[src/rtl/blr_pkg.sv]
package blr_pkg;

    // default coordinate width
    localparam int CoordBits = 6;

    // most pixels emitted for one segment
    localparam int MaxRes = 64;

    // job queue depth between front and walker
    localparam int JobQueueDepth = 2;

    // reset value of the drawing color
    localparam logic [23:0] ColorReset = 24'h9EE2B2;

    // walker states
    typedef enum logic [0:0] {
        WALK_IDLE,
        WALK_RUN
    } walk_state_t;

endpackage

[src/rtl/blr_fifo.sv]
module blr_fifo import blr_pkg::*; #(
    parameter int WIDTH = 8,
    parameter int DEPTH = JobQueueDepth
) (
    input  logic             aclk,
    input  logic             aresetn,
    input  logic             push,
    input  logic [WIDTH-1:0] push_data,
    output logic             full,
    input  logic             pop,
    output logic             not_empty,
    output logic [WIDTH-1:0] pop_data
);

    localparam int PtrW = $clog2(DEPTH);
    localparam int CntW = $clog2(DEPTH + 1);

    logic [WIDTH-1:0] entry_reg [DEPTH];
    logic [PtrW-1:0]  wr_ptr_reg, wr_ptr_next;
    logic [PtrW-1:0]  rd_ptr_reg, rd_ptr_next;
    logic [CntW-1:0]  count_reg, count_next;

    assign full      = (count_reg == CntW'(DEPTH));
    assign not_empty = (count_reg != '0);
    assign pop_data  = entry_reg[rd_ptr_reg];

    // pointer and fill count update
    always_comb begin
        wr_ptr_next = wr_ptr_reg;
        rd_ptr_next = rd_ptr_reg;
        count_next  = count_reg;
        if (push) begin
            wr_ptr_next = (wr_ptr_reg == PtrW'(DEPTH - 1)) ? '0 : wr_ptr_reg + 1'b1;
        end
        if (pop) begin
            rd_ptr_next = (rd_ptr_reg == PtrW'(DEPTH - 1)) ? '0 : rd_ptr_reg + 1'b1;
        end
        if (push && !pop) begin
            count_next = count_reg + 1'b1;
        end else if (pop && !push) begin
            count_next = count_reg - 1'b1;
        end
    end

    always_ff @(posedge aclk) begin
        if (!aresetn) begin
            wr_ptr_reg <= '0;
            rd_ptr_reg <= '0;
            count_reg  <= '0;
        end else begin
            wr_ptr_reg <= wr_ptr_next;
            rd_ptr_reg <= rd_ptr_next;
            count_reg  <= count_next;
        end
    end

    // storage, no reset
    always_ff @(posedge aclk) begin
        if (push) begin
            entry_reg[wr_ptr_reg] <= push_data;
        end
    end

endmodule

[src/rtl/blr_front.sv]
module blr_front import blr_pkg::*; #(
    parameter int COORD_BITS = CoordBits
) (
    input  logic                  s_valid,
    output logic                  s_ready,
    input  logic [COORD_BITS-1:0] s_start_x,
    input  logic [COORD_BITS-1:0] s_start_y,
    input  logic [COORD_BITS-1:0] s_end_x,
    input  logic [COORD_BITS-1:0] s_end_y,
    input  logic                  queue_full,
    output logic                  queue_push,
    output logic [6*COORD_BITS+2:0] queue_data
);

    typedef struct packed {
        logic [COORD_BITS-1:0] x0;
        logic [COORD_BITS-1:0] y0;
        logic [COORD_BITS-1:0] x1;
        logic [COORD_BITS-1:0] y1;
        logic [COORD_BITS-1:0] dx;
        logic [COORD_BITS-1:0] dy;
        logic                  sx_neg;
        logic                  sy_neg;
        logic                  empty;
    } job_t;

    job_t job;

    assign s_ready    = !queue_full;
    assign queue_push = s_valid && !queue_full;
    assign queue_data = job;

    // absolute deltas, step directions and zero-length detect
    always_comb begin
        job.x0     = s_start_x;
        job.y0     = s_start_y;
        job.x1     = s_end_x;
        job.y1     = s_end_y;
        job.dx     = (s_end_x > s_start_x) ? s_end_x - s_start_x : s_start_x - s_end_x;
        job.dy     = (s_end_y > s_start_y) ? s_end_y - s_start_y : s_start_y - s_end_y;
        job.sx_neg = !(s_start_x < s_end_x);
        job.sy_neg = !(s_start_y < s_end_y);
        job.empty  = (s_start_x == s_end_x) && (s_start_y == s_end_y);
    end

endmodule

[src/rtl/blr_walk.sv]
module blr_walk import blr_pkg::*; #(
    parameter int COORD_BITS = CoordBits
) (
    input  logic                    aclk,
    input  logic                    aresetn,
    input  logic                    job_valid,
    input  logic [6*COORD_BITS+2:0] job_data,
    output logic                    job_pop,
    input  logic [23:0]             draw_color,
    output logic                    m_valid,
    input  logic                    m_ready,
    output logic [COORD_BITS-1:0]   m_pixel_x,
    output logic [COORD_BITS-1:0]   m_pixel_y,
    output logic [23:0]             m_pixel_color,
    output logic                    m_empty_res,
    output logic                    m_last
);

    localparam int ErrW = COORD_BITS + 2;
    localparam int CntW = $clog2(MaxRes);

    typedef struct packed {
        logic [COORD_BITS-1:0] x0;
        logic [COORD_BITS-1:0] y0;
        logic [COORD_BITS-1:0] x1;
        logic [COORD_BITS-1:0] y1;
        logic [COORD_BITS-1:0] dx;
        logic [COORD_BITS-1:0] dy;
        logic                  sx_neg;
        logic                  sy_neg;
        logic                  empty;
    } job_t;

    job_t job;
    assign job = job_data;

    walk_state_t state_reg, state_next;

    logic [COORD_BITS-1:0] cur_x_reg, cur_x_next;
    logic [COORD_BITS-1:0] cur_y_reg, cur_y_next;
    logic [COORD_BITS-1:0] end_x_reg, end_y_reg;
    logic [COORD_BITS-1:0] dx_reg, dy_reg;
    logic                  sx_neg_reg, sy_neg_reg;
    logic signed [ErrW-1:0] err_reg, err_next;
    logic [CntW-1:0]       cnt_reg, cnt_next;

    logic                  m_valid_reg, m_valid_next;
    logic [COORD_BITS-1:0] px_reg, px_next;
    logic [COORD_BITS-1:0] py_reg, py_next;
    logic [23:0]           color_reg, color_next;
    logic                  empty_reg, empty_next;
    logic                  last_reg, last_next;

    logic                  out_free;
    logic                  load_job;
    logic                  emit_pixel;
    logic                  step_x, step_y;
    logic                  pixel_last;
    logic signed [ErrW:0]  e2;

    assign out_free = !m_valid_reg || m_ready;

    // step decision on the doubled error term
    always_comb begin
        e2         = {err_reg, 1'b0};
        step_x     = e2 > -$signed({3'b000, dy_reg});
        step_y     = e2 < $signed({3'b000, dx_reg});
        err_next   = err_reg
                   - (step_x ? $signed({2'b00, dy_reg}) : '0)
                   + (step_y ? $signed({2'b00, dx_reg}) : '0);
        cur_x_next = cur_x_reg;
        cur_y_next = cur_y_reg;
        if (step_x) begin
            cur_x_next = sx_neg_reg ? cur_x_reg - 1'b1 : cur_x_reg + 1'b1;
        end
        if (step_y) begin
            cur_y_next = sy_neg_reg ? cur_y_reg - 1'b1 : cur_y_reg + 1'b1;
        end
        cnt_next   = cnt_reg + 1'b1;
        pixel_last = ((cur_x_next == end_x_reg) && (cur_y_next == end_y_reg))
                   || (cnt_reg == CntW'(MaxRes - 1));
    end

    // next state
    always_comb begin
        state_next = state_reg;
        unique case (state_reg)
            WALK_IDLE: begin
                if (job_valid && !job.empty) begin
                    state_next = WALK_RUN;
                end
            end
            WALK_RUN: begin
                if (out_free && pixel_last) begin
                    state_next = WALK_IDLE;
                end
            end
            default: state_next = WALK_IDLE;
        endcase
    end

    // control and result register
    always_comb begin
        job_pop      = 1'b0;
        load_job     = 1'b0;
        emit_pixel   = 1'b0;
        m_valid_next = m_valid_reg && !m_ready;
        px_next      = px_reg;
        py_next      = py_reg;
        color_next   = color_reg;
        empty_next   = empty_reg;
        last_next    = last_reg;
        unique case (state_reg)
            WALK_IDLE: begin
                if (job_valid && job.empty) begin
                    // zero-length segment: one marked result, fields cleared
                    if (out_free) begin
                        job_pop      = 1'b1;
                        m_valid_next = 1'b1;
                        px_next      = '0;
                        py_next      = '0;
                        color_next   = '0;
                        empty_next   = 1'b1;
                        last_next    = 1'b1;
                    end
                end else if (job_valid) begin
                    job_pop  = 1'b1;
                    load_job = 1'b1;
                end
            end
            WALK_RUN: begin
                if (out_free) begin
                    emit_pixel   = 1'b1;
                    m_valid_next = 1'b1;
                    px_next      = cur_x_reg;
                    py_next      = cur_y_reg;
                    color_next   = draw_color;
                    empty_next   = 1'b0;
                    last_next    = pixel_last;
                end
            end
            default: ;
        endcase
    end

    // control registers
    always_ff @(posedge aclk) begin
        if (!aresetn) begin
            state_reg   <= WALK_IDLE;
            m_valid_reg <= 1'b0;
        end else begin
            state_reg   <= state_next;
            m_valid_reg <= m_valid_next;
        end
    end

    // walk datapath and result payload
    always_ff @(posedge aclk) begin
        px_reg    <= px_next;
        py_reg    <= py_next;
        color_reg <= color_next;
        empty_reg <= empty_next;
        last_reg  <= last_next;
        if (load_job) begin
            cur_x_reg  <= job.x0;
            cur_y_reg  <= job.y0;
            end_x_reg  <= job.x1;
            end_y_reg  <= job.y1;
            dx_reg     <= job.dx;
            dy_reg     <= job.dy;
            sx_neg_reg <= job.sx_neg;
            sy_neg_reg <= job.sy_neg;
            err_reg    <= $signed({2'b00, job.dx}) - $signed({2'b00, job.dy});
            cnt_reg    <= '0;
        end else if (emit_pixel) begin
            cur_x_reg <= cur_x_next;
            cur_y_reg <= cur_y_next;
            err_reg   <= err_next;
            cnt_reg   <= cnt_next;
        end
    end

    assign m_valid       = m_valid_reg;
    assign m_pixel_x     = px_reg;
    assign m_pixel_y     = py_reg;
    assign m_pixel_color = color_reg;
    assign m_empty_res   = empty_reg;
    assign m_last        = last_reg;

endmodule

[src/rtl/bresenham_line_rasterizer.sv]
// Channel  | Direction | Handshake           | Payload
// s_       | in        | s_valid / s_ready   | start_x, start_y, end_x, end_y
// m_       | out       | m_valid / m_ready   | pixel_x, pixel_y, pixel_color, empty_res, last
// cfg_     | in        | cfg_wr_en           | draw_color (24 bits)
//
// A segment of N pixels (N = max(|dx|, |dy|), capped at 64) is walked by loading
// the job and then emitting its pixels one by one; a zero-length segment yields one
// marked result. The walker has a single step unit. Segments are accepted while
// the two-entry job queue has room, so the next one is taken during a walk.
// Output stalls hold the walker in place. Synchronous reset (aresetn low) empties
// the queue, idles the walker and sets draw_color to 0x9EE2B2.
module bresenham_line_rasterizer import blr_pkg::*; #(
    parameter int COORD_BITS = CoordBits
) (
    input  logic                  aclk,
    input  logic                  aresetn,
    input  logic                  cfg_wr_en,
    input  logic [23:0]           cfg_wr_data,
    input  logic                  s_valid,
    output logic                  s_ready,
    input  logic [COORD_BITS-1:0] s_start_x,
    input  logic [COORD_BITS-1:0] s_start_y,
    input  logic [COORD_BITS-1:0] s_end_x,
    input  logic [COORD_BITS-1:0] s_end_y,
    output logic                  m_valid,
    input  logic                  m_ready,
    output logic [COORD_BITS-1:0] m_pixel_x,
    output logic [COORD_BITS-1:0] m_pixel_y,
    output logic [23:0]           m_pixel_color,
    output logic                  m_empty_res,
    output logic                  m_last
);

    localparam int JobW = 6 * COORD_BITS + 3;

    logic [23:0]     draw_color_reg;
    logic            queue_full, queue_push, queue_pop, queue_valid;
    logic [JobW-1:0] push_job, pop_job;

    // drawing color register
    always_ff @(posedge aclk) begin
        if (!aresetn) begin
            draw_color_reg <= ColorReset;
        end else if (cfg_wr_en) begin
            draw_color_reg <= cfg_wr_data;
        end
    end

    blr_front #(
        .COORD_BITS (COORD_BITS)
    ) u_front (
        .s_valid    (s_valid),
        .s_ready    (s_ready),
        .s_start_x  (s_start_x),
        .s_start_y  (s_start_y),
        .s_end_x    (s_end_x),
        .s_end_y    (s_end_y),
        .queue_full (queue_full),
        .queue_push (queue_push),
        .queue_data (push_job)
    );

    blr_fifo #(
        .WIDTH (JobW),
        .DEPTH (JobQueueDepth)
    ) u_queue (
        .aclk      (aclk),
        .aresetn   (aresetn),
        .push      (queue_push),
        .push_data (push_job),
        .full      (queue_full),
        .pop       (queue_pop),
        .not_empty (queue_valid),
        .pop_data  (pop_job)
    );

    blr_walk #(
        .COORD_BITS (COORD_BITS)
    ) u_walk (
        .aclk          (aclk),
        .aresetn       (aresetn),
        .job_valid     (queue_valid),
        .job_data      (pop_job),
        .job_pop       (queue_pop),
        .draw_color    (draw_color_reg),
        .m_valid       (m_valid),
        .m_ready       (m_ready),
        .m_pixel_x     (m_pixel_x),
        .m_pixel_y     (m_pixel_y),
        .m_pixel_color (m_pixel_color),
        .m_empty_res   (m_empty_res),
        .m_last        (m_last)
    );

endmodule

[config.mk]
export PLATFORM = sky130hd
export DESIGN_NAME = bresenham_line_rasterizer
export DESIGN_NICKNAME = d
export VERILOG_FILES = /design/src/rtl/blr_pkg.sv /design/src/rtl/blr_fifo.sv /design/src/rtl/blr_front.sv /design/src/rtl/blr_walk.sv /design/src/rtl/bresenham_line_rasterizer.sv
export SDC_FILE = /design/constraint.sdc
export NUM_CORES = 1
export LEC_CHECK = 0
export ABC_AREA = 1
export BUFFER_PORTS_ARGS = -buffer_cell sky130_fd_sc_hd__buf_2
export CORE_UTILIZATION = 30
export CTS_CLUSTER_DIAMETER = 150
export DETAILED_ROUTE_END_ITERATION = 16
export PLACE_DENSITY = 0.57
export SLEW_MARGIN = 10
export SYNTH_ARGS = -nofsm -noshare
export SYNTH_HDL_FRONTEND = slang
export SYNTH_SLANG_ARGS = --single-unit
[constraint.sdc]
create_clock -name aclk -period 7.9 [get_ports aclk]
set_clock_uncertainty 0.05 [all_clocks]
set_input_delay 0.79 -clock aclk [delete_from_list [all_inputs] [get_ports aclk]]
set_output_delay 0.79 -clock aclk [all_outputs]
set_load 0.1 [all_outputs]
==> impl_metrics.ini <==
[outcome]
status = complete, no violations

[synthesis]
post-synth-top-count-cell = nand2_1
synth-compound-area-share_pct = 6.27
ys_ff_latch = 199
synthAdderAreaFrac_pct = 10.2
synth.distinct_cells = 42
synth_edf_count = 162
syn_nets = 1146
yosysWarnings = 0
synth_xor_area_share_pct = 2.04
synth_area_um2 = 10300
ys_seq_area_share_pct = 54.5
synth-simple-area-share_pct = 15.9
synthMuxAreaShare_pct = 3.66
synthCells = 1017
async_flop_share_pct = 0
ys_top_cells_by_area = edfxtp_1 (47%), ha_1 (7.7%), dfxtp_1 (7.2%)
synth_top_cell_by_area = edfxtp_1
synth_common_cells = nand2_1 (197), inv_1 (178), edfxtp_1 (162)
avgSynthCellArea_um2 = 10.1
synth_top_area_share_pct = 47.3
ys.flop_type = edfxtp_1
synth_top_family_by_area = simple AND/OR/NAND/NOR gates

[floorplanning]
dieArea_um2 = 35000
rows = 67
start_util_pct = 30.6
core_area_um2 = 33600
die_y_um = 187
top_level_ports = 93
die_w_um = 187

[timing]
setup_viol = 0
period_needed_ps = 4500
tightest_slew_ps = 1020
fmax_ghz = 0.222
grt_setup_unrepaired = no
maxSlewHeadroom_pct = 32.1
tns_ps = 0
hold_violations = 0
drv_slew = 0
layout_worst_path_cycle_share_pct = 56.9

[clock_network]
cts_resized = 0
clk_latency_ps = 440
root_buffer = clkbuf_16
post_cts_buffers = 0
cts_buffer_depth = 2
clkSinkCount = 199
ctsHoldBuffers = 0
clkSlewWorstSetupHoldPaths_ps = 80
cts-htree-levels = 4
cts_tree = built
numCtsBuffers = 17

[worst_setup_path]
end_kind = flop
worstPathArrival_ps = 4630
critPathMaxFanout = 8
crit_required_ps = 8030
critPathKind = flop to flop
critPathLaunchType = flop

[finish]
layout-drive-gt1-share_pct = 16.4
nets = 1243
largest_reg_flops = 78
n_antenna_cell = 0
fillers = 3363
synthToLayoutAreaGrowth_pct = 15.7

[placed_design]
place.gp.congestion = 0.806
port-buffer-count = 92
dpl.hpwl_um = 15500

[drt]
wl_um = 21400
wl_per_cell_um = 13.6
drtIter0Drc = 448
drtPass1Iterations = 6
vias_per_cell = 4.43
vias = 6984
ant_nets = 0
post-route-drc-count = 0

[global_routing]
first_global_vias = 6916
grt_max_degree = 47
grtUsageTotal_pct = 12.8
grt_antenna_before_repair = 0
grt_pass1_wl_um = 35500
overflow = 0

[min_path]
hp-class = flop to flop

[flow_run]
drv_cap = 0
cell type report:
| cell class | instances | area (µm²) | share of cell area [%] |
|---|---|---|---|
| clock buffer | 17 | 425 | 3.58 |
| clock inverter | 15 | 179 | 1.50 |
| inverter | 179 | 672 | 5.65 |
| multi-input combinational | 618 | 3940 | 33.1 |
| sequential | 199 | 5610 | 47.1 |
| tap | 448 | 561 | 4.71 |
| timing repair buffer | 99 | 513 | 4.31 |
cell families (layout without fill, tap and decap cells):
family                     count (synthesis)  in the layout
buffers and inverters                    200            310
DFF                                      199            199
AOI/OAI and AO/OA                        115            115
adders and majority gates                 76             76
xor gates and xnor gates                  24             24
muxes                                     35             35
and+or+nand+nor                          368            368
critical path: stages (launching register included):
cell and delay [ps]:
edfxtp_1 380, inv_1 110, ha_1 190, nand3_1 150, nor3_1 190, ha_1 290, a21o_1 170, nor2_1 160
nand2_1 110, nand2_4 120, nand2_4 80, inv_1 160, nor2_1 90, fa_1 560, inv_1 70, ha_1 300
a21oi_1 150, nor2_1 70, o21ai_0 210, nand2_1 80, a21oi_1 190, o21ai_0 110, nand2_1 80, nand3_1 60
nand2_1 60, o21ai_0 70
per-stage QoR:
step                      setup WS, ps  util, %  cell area [µm²]  std cells  hold slack, ps
after floorplan                   3850        -            10300       1017             374
after global placement            3530     33.6            11300       1543             389
after detailed placement          3420     33.6            11300       1543             392
after CTS                         3400     35.4            11900       1575             413
after global routing              2880     35.4            11900       1575             447
final                             3400     35.4            11900       1575             413
per-layer routing:
| layer | vias up | wire, µm | GRT usage [%] |
|---|---|---|---|
| li1 | 3546 | - | - |
| met1 | 3277 | 10800 | 17.6 |
| met2 | 138 | 9630 | 20.1 |
| met3 | 23 | 688 | 2.35 |
| met4 | 0 | 332 | 4.26 |
| met5 | - | 0 | 0 |
final timing paths:
kind	startpoint	to	slack, ps	depth (start not counted)
setup / recovery	u_walk.dy_reg[0]$_DFFE_PP_	u_walk.err_reg[7]$_DFFE_PP_	3400	25
hold / removal	draw_color_reg[4]$_SDFFE_PN1P_	draw_color_reg[4]$_SDFFE_PN1P_	410	2
setup reg to reg	u_walk.dy_reg[0]$_DFFE_PP_	u_walk.err_reg[7]$_DFFE_PP_	3400	25
hold reg to reg	draw_color_reg[4]$_SDFFE_PN1P_	draw_color_reg[4]$_SDFFE_PN1P_	410	2
cell usage in the layout, fill, tap and decap left out, types with 6 or more instances in the layout:
cell type,netlist,final
nand2_1,197,197
inv_1,178,178
edfxtp_1,162,162
buf_2,1,92
nand3_1,63,63
ha_1,63,63
o21ai_0,60,60
nor2_1,62,60
dfxtp_1,37,36
a21oi_1,33,32
mux2_2,21,21
clkbuf_16,0,17
xor2_1,16,16
mux2i_1,14,14
fa_1,13,13
nor3_1,8,8
xnor2_1,8,8
nand2_2,7,7
buf_4,0,7
nand3_2,6,6
nand3b_1,6,6
Power is left out: the tool's default activity adds up to more than one toggle a clock period on the data nets, which glitch-free logic cannot reach.
